<file path="config.mk">
export PLATFORM = sky130hd
export DESIGN_NAME = ymodem_packet_parser_top
export DESIGN_NICKNAME = d
export VERILOG_FILES = /design/src/sv/ymp_pkg.sv /design/src/sv/ymp_parser.sv /design/src/sv/ymp_out_fifo.sv /design/src/sv/ymodem_packet_parser_top.sv
export SDC_FILE = /design/constraint.sdc
export NUM_CORES = 1
export LEC_CHECK = 0
export CAP_MARGIN = 20
export CORE_ASPECT_RATIO = 1.75
export CORE_MARGIN = 3
export CORE_UTILIZATION = 44
export CTS_BUF_LIST = sky130_fd_sc_hd__clkbuf_4 sky130_fd_sc_hd__clkbuf_8 sky130_fd_sc_hd__clkbuf_16
export CTS_CLUSTER_SIZE = 28
export DETAILED_ROUTE_END_ITERATION = 8
export DONT_BUFFER_PORTS = 1
export PLACE_DENSITY_LB_ADDON = 0.2
export SLEW_MARGIN = 20
export SYNTH_ARGS = -nofsm -noshare
export SYNTH_HDL_FRONTEND = slang
export SYNTH_SLANG_ARGS = --single-unit
</file>
<file path="constraint.sdc">
create_clock -name clk -period 5.82 [get_ports clk]
set_clock_uncertainty 0.2 [all_clocks]
set_input_delay 1.164 -clock clk [delete_from_list [all_inputs] [get_ports clk]]
set_output_delay 1.164 -clock clk [all_outputs]
set_load 0.005 [all_outputs]
</file>
<file path="src/sv/ymp_pkg.sv">
package ymp_pkg;

  // Protocol bytes
  localparam logic [7:0] CODE_SOH = 8'h01;
  localparam logic [7:0] CODE_STX = 8'h02;
  localparam logic [7:0] CODE_EOT = 8'h04;

  // Result event codes
  localparam logic [2:0] EV_DATA  = 3'd0;
  localparam logic [2:0] EV_GOOD  = 3'd1;
  localparam logic [2:0] EV_BAD   = 3'd2;
  localparam logic [2:0] EV_EOT   = 3'd3;
  localparam logic [2:0] EV_ABORT = 3'd4;

  // One result beat as it leaves the block
  typedef struct packed {
    logic [2:0]  event_res;
    logic [7:0]  data_byte;
    logic [9:0]  byte_index;
    logic [7:0]  packet_number;
    logic [10:0] block_size;
    logic        last;
  } res_t;

  // Results produced by one input item, oldest in r0
  typedef struct packed {
    logic [1:0] cnt;
    res_t       r0;
    res_t       r1;
  } push_t;

endpackage

</file>
<file path="src/sv/ymp_parser.sv">
module ymp_parser (
  input  logic           clk,
  input  logic           rst,
  input  logic           in_valid,
  output logic           in_stall,
  input  logic           kind,
  input  logic [7:0]     byte_value,
  input  logic           cfg_valid,
  output logic           cfg_ready,
  input  logic [15:0]    timeout_ticks,
  input  logic [1:0]     room,
  output logic           advance,
  output ymp_pkg::push_t push
);
  import ymp_pkg::*;

  localparam logic [10:0] SIZE_SHORT = 11'd128;
  localparam logic [10:0] SIZE_LONG  = 11'd1024;
  localparam logic [15:0] TIMEOUT_RESET = 16'd1000;
  localparam logic [15:0] CRC_POLY = 16'h1021;

  typedef enum logic [2:0] {
    PH_HUNT, PH_NUM, PH_INV, PH_DATA, PH_CRCH, PH_CRCL
  } phase_t;

  // CRC-16/XMODEM over one byte, MSB first
  function automatic logic [15:0] crc_step(input logic [15:0] crc_in, input logic [7:0] b);
    logic [15:0] c;
    c = crc_in ^ {b, 8'h00};
    for (int i = 0; i < 8; i++) begin
      c = c[15] ? ({c[14:0], 1'b0} ^ CRC_POLY) : {c[14:0], 1'b0};
    end
    return c;
  endfunction

  // input holding register
  logic        held;
  logic        hold_kind;
  logic [7:0]  hold_byte;

  // parser state
  phase_t      phase, phase_next, cur_phase;
  logic        long_block, long_next;
  logic [7:0]  block_number, number_next;
  logic [10:0] bytes_received, count_next;
  logic [15:0] running_crc, crc_next;
  logic [7:0]  crc_high_byte, crc_hi_next;
  logic [15:0] idle_count, idle_next;
  logic [15:0] timeout_reg;

  logic        timed_out;
  logic        do_abort;
  logic        main_vld;
  logic [10:0] size_now;
  res_t        abort_res;
  res_t        main_res;

  assign cfg_ready = 1'b1;
  assign advance   = held && (push.cnt <= room);
  assign in_stall  = held && !advance;

  // next state and results for the held beat
  always_comb begin
    timed_out = idle_count >= timeout_reg;
    do_abort  = timed_out && (phase != PH_HUNT);
    cur_phase = timed_out ? PH_HUNT : phase;
    size_now  = long_block ? SIZE_LONG : SIZE_SHORT;

    phase_next  = phase;
    long_next   = long_block;
    number_next = block_number;
    count_next  = bytes_received;
    crc_next    = running_crc;
    crc_hi_next = crc_high_byte;
    idle_next   = idle_count;

    abort_res.event_res     = EV_ABORT;
    abort_res.data_byte     = '0;
    abort_res.byte_index    = '0;
    abort_res.packet_number = block_number;
    abort_res.block_size    = size_now;
    abort_res.last          = 1'b0;

    main_vld                = 1'b0;
    main_res.event_res      = EV_DATA;
    main_res.data_byte      = '0;
    main_res.byte_index     = '0;
    main_res.packet_number  = block_number;
    main_res.block_size     = size_now;
    main_res.last           = 1'b1;

    if (hold_kind) begin
      // tick: saturating idle counter
      if (idle_count < timeout_reg) begin
        idle_next = idle_count + 16'd1;
      end
    end else begin
      idle_next  = '0;
      phase_next = cur_phase;
      unique case (cur_phase)
        PH_NUM: begin
          number_next = hold_byte;
          phase_next  = PH_INV;
        end
        PH_INV: begin
          phase_next = (hold_byte == ~block_number) ? PH_DATA : PH_HUNT;
        end
        PH_DATA: begin
          main_vld            = 1'b1;
          main_res.event_res  = EV_DATA;
          main_res.data_byte  = hold_byte;
          main_res.byte_index = bytes_received[9:0];
          crc_next            = crc_step(running_crc, hold_byte);
          count_next          = bytes_received + 11'd1;
          if (count_next >= size_now) begin
            phase_next = PH_CRCH;
          end
        end
        PH_CRCH: begin
          crc_hi_next = hold_byte;
          phase_next  = PH_CRCL;
        end
        PH_CRCL: begin
          main_vld           = 1'b1;
          main_res.event_res = ({crc_high_byte, hold_byte} == running_crc) ? EV_GOOD : EV_BAD;
          phase_next         = PH_HUNT;
        end
        default: begin
          // header hunt
          if (hold_byte == CODE_SOH || hold_byte == CODE_STX) begin
            long_next  = (hold_byte == CODE_STX);
            count_next = '0;
            crc_next   = '0;
            phase_next = PH_NUM;
          end else if (hold_byte == CODE_EOT) begin
            main_vld               = 1'b1;
            main_res.event_res     = EV_EOT;
            main_res.packet_number = '0;
            main_res.block_size    = '0;
            phase_next             = PH_HUNT;
          end else begin
            phase_next = PH_HUNT;
          end
        end
      endcase
    end

    // pack results in order, last flag on the final one
    push.cnt     = hold_kind ? 2'd0 : ({1'b0, do_abort} + {1'b0, main_vld});
    push.r0      = do_abort ? abort_res : main_res;
    push.r0.last = (push.cnt == 2'd1);
    push.r1      = main_res;
  end

  always_ff @(posedge clk) begin
    if (rst) begin
      held           <= 1'b0;
      phase          <= PH_HUNT;
      long_block     <= 1'b0;
      block_number   <= '0;
      bytes_received <= '0;
      running_crc    <= '0;
      crc_high_byte  <= '0;
      idle_count     <= '1;
      timeout_reg    <= TIMEOUT_RESET;
    end else begin
      if (cfg_valid && cfg_ready) begin
        timeout_reg <= timeout_ticks;
      end
      if (in_valid && !in_stall) begin
        held <= 1'b1;
      end else if (advance) begin
        held <= 1'b0;
      end
      if (advance) begin
        phase          <= phase_next;
        long_block     <= long_next;
        block_number   <= number_next;
        bytes_received <= count_next;
        running_crc    <= crc_next;
        crc_high_byte  <= crc_hi_next;
        idle_count     <= idle_next;
      end
    end
  end

  // beat payload capture
  always_ff @(posedge clk) begin
    if (in_valid && !in_stall) begin
      hold_kind <= kind;
      hold_byte <= byte_value;
    end
  end

endmodule

</file>
<file path="src/sv/ymp_out_fifo.sv">
module ymp_out_fifo #(
  parameter int DEPTH = 4
) (
  input  logic           clk,
  input  logic           rst,
  input  logic           push_en,
  input  ymp_pkg::push_t push,
  output logic [1:0]     room,
  output logic           out_valid,
  input  logic           out_stall,
  output ymp_pkg::res_t  head
);
  import ymp_pkg::*;

  // DEPTH is a power of two, at least 2
  localparam int PTR_W = $clog2(DEPTH);
  localparam int CNT_W = PTR_W + 1;
  localparam logic [CNT_W-1:0] DEPTH_C = CNT_W'(DEPTH);

  res_t             mem [DEPTH];
  logic [PTR_W-1:0] wr_ptr;
  logic [PTR_W-1:0] rd_ptr;
  logic [CNT_W-1:0] count;
  logic [CNT_W-1:0] free_slots;
  logic [1:0]       n_wr;
  logic             pop;

  assign out_valid  = (count != '0);
  assign pop        = out_valid && !out_stall;
  assign n_wr       = push_en ? push.cnt : 2'd0;
  assign free_slots = DEPTH_C - count;
  assign room       = (free_slots >= CNT_W'(2)) ? 2'd2 : free_slots[1:0];
  assign head       = mem[rd_ptr];

  // pointers and fill level
  always_ff @(posedge clk) begin
    if (rst) begin
      wr_ptr <= '0;
      rd_ptr <= '0;
      count  <= '0;
    end else begin
      wr_ptr <= wr_ptr + PTR_W'(n_wr);
      if (pop) begin
        rd_ptr <= rd_ptr + PTR_W'(1);
      end
      count <= count + CNT_W'(n_wr) - CNT_W'(pop);
    end
  end

  // storage, up to two entries written per cycle
  always_ff @(posedge clk) begin
    if (n_wr != 2'd0) begin
      mem[wr_ptr] <= push.r0;
    end
    if (n_wr == 2'd2) begin
      mem[wr_ptr + PTR_W'(1)] <= push.r1;
    end
  end

endmodule

</file>
<file path="src/sv/ymodem_packet_parser_top.sv">
// Channel   Direction  Handshake            Payload
// in        input      in_valid / in_stall  kind, byte_value
// out       output     out_valid / out_stall event_res, data_byte, byte_index,
//                                           packet_number, block_size, last
// cfg       input      cfg_valid / cfg_ready timeout_ticks
//
// One input beat per cycle while in_stall is low; the parser step sits
// between the input register and a small result queue. A beat that yields
// two results (abort followed by its own result) needs two output beats, so
// the sustained rate is set by the queue drain: one result per cycle while
// out_stall is low. Synchronous active-high reset; parser returns to header
// hunt, idle count saturated, timeout 1000. in_stall rises when the queue lacks room.
module ymodem_packet_parser_top #(
  parameter int OUT_DEPTH = 4
) (
  input  logic        clk,
  input  logic        rst,
  input  logic        in_valid,
  output logic        in_stall,
  input  logic        kind,
  input  logic [7:0]  byte_value,
  output logic        out_valid,
  input  logic        out_stall,
  output logic [2:0]  event_res,
  output logic [7:0]  data_byte,
  output logic [9:0]  byte_index,
  output logic [7:0]  packet_number,
  output logic [10:0] block_size,
  output logic        last,
  input  logic        cfg_valid,
  output logic        cfg_ready,
  input  logic [15:0] timeout_ticks
);
  import ymp_pkg::*;

  push_t      push;
  res_t       head;
  logic       advance;
  logic [1:0] room;

  ymp_parser u_parser (
    .clk           (clk),
    .rst           (rst),
    .in_valid      (in_valid),
    .in_stall      (in_stall),
    .kind          (kind),
    .byte_value    (byte_value),
    .cfg_valid     (cfg_valid),
    .cfg_ready     (cfg_ready),
    .timeout_ticks (timeout_ticks),
    .room          (room),
    .advance       (advance),
    .push          (push)
  );

  ymp_out_fifo #(
    .DEPTH (OUT_DEPTH)
  ) u_out_fifo (
    .clk       (clk),
    .rst       (rst),
    .push_en   (advance),
    .push      (push),
    .room      (room),
    .out_valid (out_valid),
    .out_stall (out_stall),
    .head      (head)
  );

  assign event_res     = head.event_res;
  assign data_byte     = head.data_byte;
  assign byte_index    = head.byte_index;
  assign packet_number = head.packet_number;
  assign block_size    = head.block_size;
  assign last          = head.last;

endmodule

</file>
==> results of run 1 <==
==> Yosys cell counts (3+ instances only) <==
library cell and number:
sky130_fd_sc_hd__nand2b_1 5, sky130_fd_sc_hd__and3_1 8, sky130_fd_sc_hd__or3_1 14, sky130_fd_sc_hd__nor3b_1 38, sky130_fd_sc_hd__a211oi_1 5, sky130_fd_sc_hd__o311ai_0 4
sky130_fd_sc_hd__nor3_1 31, sky130_fd_sc_hd__buf_4 10, sky130_fd_sc_hd__buf_1 6, sky130_fd_sc_hd__mux4_2 32, sky130_fd_sc_hd__o21ai_0 42, sky130_fd_sc_hd__and2_1 44
sky130_fd_sc_hd__nor2b_1 7, sky130_fd_sc_hd__a22o_2 7, sky130_fd_sc_hd__o211ai_1 9, sky130_fd_sc_hd__o31ai_1 4, sky130_fd_sc_hd__xor2_1 38, sky130_fd_sc_hd__ha_1 30
sky130_fd_sc_hd__edfxtp_1 129, sky130_fd_sc_hd__xnor2_1 34, sky130_fd_sc_hd__nand3_1 29, sky130_fd_sc_hd__mux2i_1 21, sky130_fd_sc_hd__nor2_1 45, sky130_fd_sc_hd__nand4_1 11
sky130_fd_sc_hd__buf_6 3, sky130_fd_sc_hd__nor4_1 16, sky130_fd_sc_hd__clkbuf_1 56, sky130_fd_sc_hd__a22o_1 8, sky130_fd_sc_hd__a21oi_1 30, sky130_fd_sc_hd__nand2_1 47
sky130_fd_sc_hd__o2bb2ai_1 5, sky130_fd_sc_hd__nor4b_1 35, sky130_fd_sc_hd__inv_1 36, sky130_fd_sc_hd__dfxtp_1 97
==> stage by stage <==
step	cells	setup TNS [ns]	instance area (um2)	util (%)
2_1_floorplan	988	0	11300	-
3_3_place_gp	1259	0	11600	46.8
3_5_place_dp	1259	0	11600	46.8
4_1_cts	1299	0	12400	49.9
5_1_grt	1300	-0.0174	12400	50.0
6_report	1300	0	12400	50.0
==> logic make-up after synthesis <==
family / count (synthesis) / share of synthesized area (%)
compound gates: 138 / 8.22
xor+xnor: 72 / 5.62
fa+ha+maj: 31 / 3.52
buf+inv: 116 / 4.54
flops: 226 / 51.8
mux: 54 / 8.40
other cells: 2 / 0.0669
simple gates: 341 / 17.8
==> final cells by class <==
class | instances | share of cell area [%]
clock inverter | 10 | 0.877
clock buffer | 30 | 5.21
tap | 312 | 3.15
multi-input combinational | 646 | 40.1
timing repair buffer | 38 | 2.70
sequential | 226 | 46.9
inverter | 38 | 1.15
==> placed cells by master, fill, tap and decap left out, types with 30 or more instances in the layout <==
cell,n
sky130_fd_sc_hd__dfxtp_1,96
sky130_fd_sc_hd__xnor2_1,34
sky130_fd_sc_hd__mux4_2,32
sky130_fd_sc_hd__edfxtp_1,129
sky130_fd_sc_hd__o21ai_0,42
sky130_fd_sc_hd__nor2_1,43
sky130_fd_sc_hd__nand2_1,47
sky130_fd_sc_hd__and2_1,44
sky130_fd_sc_hd__nor4b_1,35
sky130_fd_sc_hd__ha_1,30
sky130_fd_sc_hd__inv_1,36
sky130_fd_sc_hd__xor2_1,38
sky130_fd_sc_hd__nor3b_1,37
sky130_fd_sc_hd__buf_4,34
==> worst paths after layout <==
check,end,cells past startpoint,startpoint
max,u_out_fifo.mem[0][8],21,u_parser.timeout_reg[15]
max reg2reg,u_out_fifo.mem[0][8],21,u_parser.timeout_reg[15]
min,u_out_fifo.mem[2][40],2,u_out_fifo.mem[2][40]
min reg2reg,u_out_fifo.mem[2][40],2,u_out_fifo.mem[2][40]
==> worst max-delay path, delay by kind of cell (launching register included) <==
family,cells,cell delay (ns)
compound gates,7,1.92
simple gates,7,1.26
fa+ha+maj,3,0.93
buf+inv,4,0.58
flops,1,0.33
==> power by group through the flow <==
stage	clock network, uW	registers (uW)	logic (uW)
after floorplan	0	1850	766
final	1490	1870	969
after global placement	0	1900	968
after detailed placement	0	1900	976
after CTS	1520	1870	984
after global routing	1580	1880	1080
==> per-layer routing <==
layer  track usage (%)  part of all wire (%)  routed length, um
met1              22.4                    37              10400
met3              2.60                   4.2               1180
met4              7.91                   3.8               1060
met5                 0                     0                  0
met2              37.9                    55              15300
==> results by group, run 1 <==
Critical path
  • Startpoint Class: flop
  • Cell with the largest stage delay on the worst path: sky130_fd_sc_hd__o211ai_1
  • Arrival @ worst endpoint: 5.52 ns
  • Path type of the worst setup path: flop to flop
  • Critical Path End Type: flop
  • Delay of the slowest cell on the worst path: 0.46 ns
  • Data required time at the worst endpoint: slightly below 6 ns
  • R2R Setup Slk: 0.37 ns
  • Crit-path cells: inv_1 > ha_1 > nand4_1 > inv_1 > and2_1 > a2111o_1 > o311ai_0 > o31ai_1 > a21oi_1 > ha_1 > nand2_1 > ha_1 > and3_1 > a21o_1 > nand2_1 > buf_4 > nor4_1 > buf_4 > o311ai_0 > o211ai_1 > and2_1
  • Worst path most repeated cell: sky130_fd_sc_hd__ha_1
  • Critical path fanouts, max: 19

Power
  • Relative contribution of sequential cells to total power: 43.2%
  • Power Internal: 3050 uW
  • Overall power of the completed layout: roughly 4300 uW
  • Switching power of the nets: about 1300 uW
  • Comb pwr share: 22.4%
  • Leakage: 0.00432 uW
  • Share of total power consumed by net switching: 29.3%
  • Clock share of power: 34.4%
  • Power density over cell area: 348 nW/um2
  • IR drop worst, VDD: 0.268 mV

Timing
  • Transition at the pin with the smallest max-transition slack: 1.05 ns
  • Highest clock frequency the design can meet: roughly 0.18 GHz
  • Tmin final: 5.45 ns
  • Worst slack on hold paths: 0.274 ns
  • Smallest setup slack after layout: 0.365 ns
  • Final setup violation count: 0
  • Final hold violation count: 0
  • Final Slew Violations: 0
  • Worst-case headroom to the max-slew limit: 29.9%
  • Final clock period utilization by the worst path: 93.7%

Route
  • Detail-routed net length per standard cell: 21.5 um
  • Drt via density: 5.81
  • Detailed-routing iteration count for the pre-antenna-repair pass: 5
  • Number of nets with antenna violations after routing: 0
  • Remaining DRCs: 0
  • Via count: 7555
  • DRT iter0 DRCs: 485
  • Post-Route WL: 28000 um

Worst hold path
  • Path class of the lowest-slack min-delay path: flop to flop

Clocking
  • CTS hold repair buffers: 0
  • Clock latency of the later-clocked register in the worst-skew pair: 0.51 ns
  • Maximum root-to-sink buffer count: 3
  • Cell at the root of the clock tree: sky130_fd_sc_hd__clkbuf_16
  • Total clock sinks: between 200 and 250
  • CTS tree: built
  • Post-CTS repair timing setup buffer count: 0
  • Clock transition at the registers of the reported paths: 0.06 ns
  • Number of clock buffers inserted by TritonCTS: 22
  • # H-tree levels: 1
  • Total of cells resized after clock tree synthesis: 0

Placement
  • Placer's final routability congestion estimate: a little under 0.9
  • Detailed-placement wirelength estimate: 18300 um
  • Count of port buffers added during placement: 0
  • Post-placement worst setup slack: approximately 0.42 ns

Synth
  • Total of flip-flops plus latches after synthesis: 226
  • Post-synth cell types: 68
  • Synthesized instance count: 980
  • Top cell type by total area after synthesis: sky130_fd_sc_hd__edfxtp_1
  • Part of the Yosys area used for sequential elements: about half
  • Cells taking the most area after synthesis: sky130_fd_sc_hd__edfxtp_1, sky130_fd_sc_hd__dfxtp_1, sky130_fd_sc_hd__mux4_2, sky130_fd_sc_hd__ha_1, sky130_fd_sc_hd__xor2_1
  • Synthesized cell area: 11200 um2
  • Synthesized area per cell: 11.5 um2
  • Most common flop cell mapped by yosys: sky130_fd_sc_hd__edfxtp_1
  • Number of synthesized flops with an enable pin: approximately 130
  • Total of warnings raised by yosys: 0
  • Async set or reset register ratio after synthesis: 0%
  • Yosys top cell area share: 34.5%

GRT
  • Total Routing Usage GR: 20.1%
  • Vias in the first global route: 7611
  • Final global-route overflow total: 0
  • First-pass GRT wire length: 43300 um
  • Maximum number of pins on one net before global-route repair: slightly below 50
  • Antenna violations before repair: 0

Final layout
  • Flip-flop count of the largest register, all copies and words added: 128
  • Antenna Cells: 0
  • Register name with the most flops: u_out_fifo.mem
  • Fin nets: 1033
  • Multi-input gate area in the final layout: 4970 um2
  • Number of filler cells placed in the layout: 2171
  • Area Growth Syn to Fin: 10.6%
  • Total area of sequential cells: 5820 um2
  • Fraction of final layout cells sized beyond drive strength 1: 13.3%

Floorplan
  • Chip width: 127 um
  • Area enclosed by the die boundary: 27500 um2
  • Core box area: 24800 um2
  • Height of the chip: 217 um
  • Number of top-level pins: 74
  • Standard-cell row count: 76
  • Initial Util: 45.2%

Flow run
  • Number of max-capacitance violations reported: 0

Run status
  • Run status: completed
Note: power is estimated with default switching activity, not from simulation.
==> inputs of run 2 (changes only) <==
--- a/config.mk
+++ b/config.mk
@@ -14,6 +14,7 @@
 export DETAILED_ROUTE_END_ITERATION = 8
 export DONT_BUFFER_PORTS = 1
 export PLACE_DENSITY_LB_ADDON = 0.2
+export REMOVE_ABC_BUFFERS = 1
 export SLEW_MARGIN = 20
 export SYNTH_ARGS = -nofsm -noshare
 export SYNTH_HDL_FRONTEND = slang
==> run 2 against run 1 <==
Against the previous run:
- design area down 0.95%
- clock-buffer cell count fell by 2
- worst setup slack gained 0.065 ns
- sequential share of layout area increased by 0.45 points
- power shrank 2.1%
- first-iteration DRC count shrank 0.62%
- wire length is 4.2% lower
- critical path depth fell by 3
- largest cell class unchanged
- largest power group unchanged
==> results by group, run 2 (synthesized netlist as in run 1, its figures left out) <==
Run status
  • Run status: completed

Floorplan
  • Chip width: 127 um (unchanged)
  • Height of the chip: 217 um (unchanged)
  • Core box area: 24800 um2 (unchanged)
  • Number of top-level pins: 74 (unchanged)
  • Area enclosed by the die boundary: 27500 um2 (unchanged)
  • Initial Util: 45.2% (unchanged)
  • Standard-cell row count: 76 (unchanged)

Final layout
  • Leading cell type in the layout, fill and taps excluded: sky130_fd_sc_hd__edfxtp_1
  • Core utilization of the finished layout: 49.5% (-0.47 points)
  • Area Growth Syn to Fin: 9.56%
  • Number of filler cells placed in the layout: 2225 (+2.5%)
  • Fin nets: 1027 (-0.58%)
  • Most frequent cells in the layout: sky130_fd_sc_hd__edfxtp_1, sky130_fd_sc_hd__dfxtp_1, sky130_fd_sc_hd__nand2_1
  • Register name with the most flops: u_out_fifo.mem
  • Fraction of final layout cells sized beyond drive strength 1: 12.1% (-1.1 points)
  • Flip-flop count of the largest register, all copies and words added: 128 (unchanged)
  • Count of placed standard cells in the final layout, fillers left out: 1294 (-0.46%)
  • Antenna Cells: 0 (unchanged)
  • Area of all placed cells without fillers: 12300 um2 (-0.95%)

Power
  • Share of total power consumed by net switching: 28.9% (-0.38 points)
  • Overall power of the completed layout: 4230 uW (-2.1%)
  • Clock share of power: 33.6% (-0.8 points)
  • IR drop worst, VDD: 0.309 mV (+15%)
  • Switching power of the nets: 1220 uW (-3.4%)
  • Leakage: 0.00426 uW (-1.4%)
  • Comb pwr share: 22.4% (about the same)
  • Relative contribution of sequential cells to total power: 44.0% (+0.8 points)
  • Power Internal: 3010 uW (-1.6%)
  • Power density over cell area: 344 nW/um2 (-1.2%)

Timing
  • Final hold violation count: 0 (unchanged)
  • Final Slew Violations: 0 (unchanged)
  • Final setup violation count: 0 (unchanged)
  • Final clock period utilization by the worst path: 92.6% (-1.1 points)
  • Worst-case headroom to the max-slew limit: 26.0% (-3.9 points)
  • Setup repair after global routing missed its margin: false
  • Transition at the pin with the smallest max-transition slack: 1.10 ns (+0.0562 ns)
  • Smallest setup slack after layout: 0.430 ns (+0.0651 ns)
  • Highest clock frequency the design can meet: 0.186 GHz (+1.2%)
  • Tmin final: 5.39 ns (-0.0651 ns)

Clocking
  • Post-CTS repair timing setup buffer count: 0 (unchanged)
  • Total clock sinks: 226 (unchanged)
  • # H-tree levels: 1 (unchanged)
  • Clock latency of the later-clocked register in the worst-skew pair: 0.51 ns (about the same)
  • Clock transition at the registers of the reported paths: 0.06 ns (about the same)
  • CTS tree: built
  • Cell at the root of the clock tree: sky130_fd_sc_hd__clkbuf_16
  • Maximum root-to-sink buffer count: 3 (unchanged)
  • Total of cells resized after clock tree synthesis: 0 (unchanged)
  • Number of clock buffers inserted by TritonCTS: 22 (unchanged)
  • CTS hold repair buffers: 0 (unchanged)

GRT
  • Antenna violations before repair: 0 (unchanged)
  • Final global-route overflow total: 0 (unchanged)
  • Total Routing Usage GR: 19.6% (-0.46 points)
  • Vias in the first global route: 7802 (+2.5%)
  • First-pass GRT wire length: 43000 um (-0.80%)
  • Maximum number of pins on one net before global-route repair: 49 (unchanged)

Worst hold path
  • Path class of the lowest-slack min-delay path: flop to flop
  • Start point of the worst min-delay path: u_out_fifo.mem[3][0]

Route
  • Drt via density: 5.82 (+0.17%)
  • Via count: 7533 (-0.29%)
  • Detailed-routing iteration count for the pre-antenna-repair pass: 5 (unchanged)
  • DRT iter0 DRCs: 482 (-0.62%)
  • Remaining DRCs: 0 (unchanged)
  • Post-Route WL: 26800 um (-4.2%)
  • Detail-routed net length per standard cell: 20.7 um (-3.8%)
  • Number of nets with antenna violations after routing: 0 (unchanged)

Critical path
  • Delay of the slowest cell on the worst path: 0.71 ns (+0.25 ns)
  • Startpoint Class: flop
  • Critical path fanouts, max: 11 (-8)
  • Startpoint of the most critical setup path: u_parser.timeout_reg[11]
  • Start of the worst register-to-register path: u_parser.timeout_reg[11]
  • Critical Path End Type: flop
  • Path type of the worst setup path: flop to flop
  • Crit-path cells: inv_1 > ha_1 > a21oi_1 > o21ai_0 > and2_1 > a2111o_1 > buf_4 > o21ai_0 > inv_1 > ha_1 > nand2_1 > ha_1 > and3_1 > a21o_1 > nand3_1 > or3_1 > o211ai_1 > and2_1
  • Arrival @ worst endpoint: 5.56 ns (+0.04 ns)
  • Data required time at the worst endpoint: 5.99 ns (+0.10 ns)
  • Cell with the largest stage delay on the worst path: sky130_fd_sc_hd__o211ai_1
  • Worst path most repeated cell: sky130_fd_sc_hd__ha_1

Placement
  • Post-placement worst setup slack: 0.381 ns (-0.0381 ns)
  • Placed cell area: 11600 um2 (-0.60%)
  • Placer's final routability congestion estimate: 0.878 (+0.16%)
  • Instance count after placement with tap cells included: 1253 (-0.48%)
  • Count of port buffers added during placement: 0 (unchanged)
  • Detailed-placement wirelength estimate: 17700 um (-3.1%)

Flow run
  • Number of max-capacitance violations reported: 0 (unchanged)
run 2: power groups by stage:
stage | clock (uW) | sequential [uW] | combinational, uW
CTS | 1460 | 1860 | 973
detailed placement | 0 | 1890 | 967
finish | 1420 | 1860 | 949
global route | 1520 | 1870 | 1070
global placement | 0 | 1890 | 962
floorplan | 0 | 1920 | 662
run 2: path summary, 6_finish.rpt:
check             cells after the start  slack [ns]                     to
setup reg to reg                     18        0.43  u_out_fifo.mem[0][13]
hold reg to reg                       1        0.27   u_out_fifo.mem[3][0]
hold / removal                        1        0.27   u_out_fifo.mem[3][0]
setup / recovery                     18        0.43  u_out_fifo.mem[0][13]
run 2: metrics by stage:
| stage | hold WS (ns) | TNS (ns) |
|---|---|---|
| 2_1_floorplan | 0.231 | -61.07 |
| 3_3_place_gp | 0.260 | 0 |
| 3_5_place_dp | 0.254 | 0 |
| 4_1_cts | 0.269 | 0 |
| 5_1_grt | 0.293 | 0 |
| 6_report | 0.268 | 0 |
run 2: cell type report:
type | instances | area [um2] | area share (%)
Sequential cell | 226 | 5820 | 47.3
Multi-Input combinational cell | 646 | 4950 | 40.2
Clock buffer | 28 | 613 | 4.99
Tap cell | 312 | 390 | 3.18
Timing Repair Buffer | 32 | 278 | 2.26
Inverter | 38 | 143 | 1.16
Clock inverter | 12 | 106 | 0.865
run 2: routing by layer:
metal | up-vias | GRT usage (%) | wire length (um)
li1 | 3582 | - | -
met1 | 3722 | 23.1 | 10600
met2 | 187 | 36.7 | 14400
met3 | 42 | 2.21 | 1150
met4 | 0 | 6.37 | 591
met5 | - | 0 | 0
run 2: worst max-delay path, delay by kind of cell, from the launching register on:
| family | cells | cell delay (ns) |
|---|---|---|
| AO/OA/AOI/OAI | 6 | 1.79 |
| AND/OR/NAND/NOR | 6 | 1.49 |
| adder cells (fa/ha/maj) | 3 | 1.05 |
| buffers and inverters | 3 | 0.38 |
| flip-flops | 1 | 0.32 |
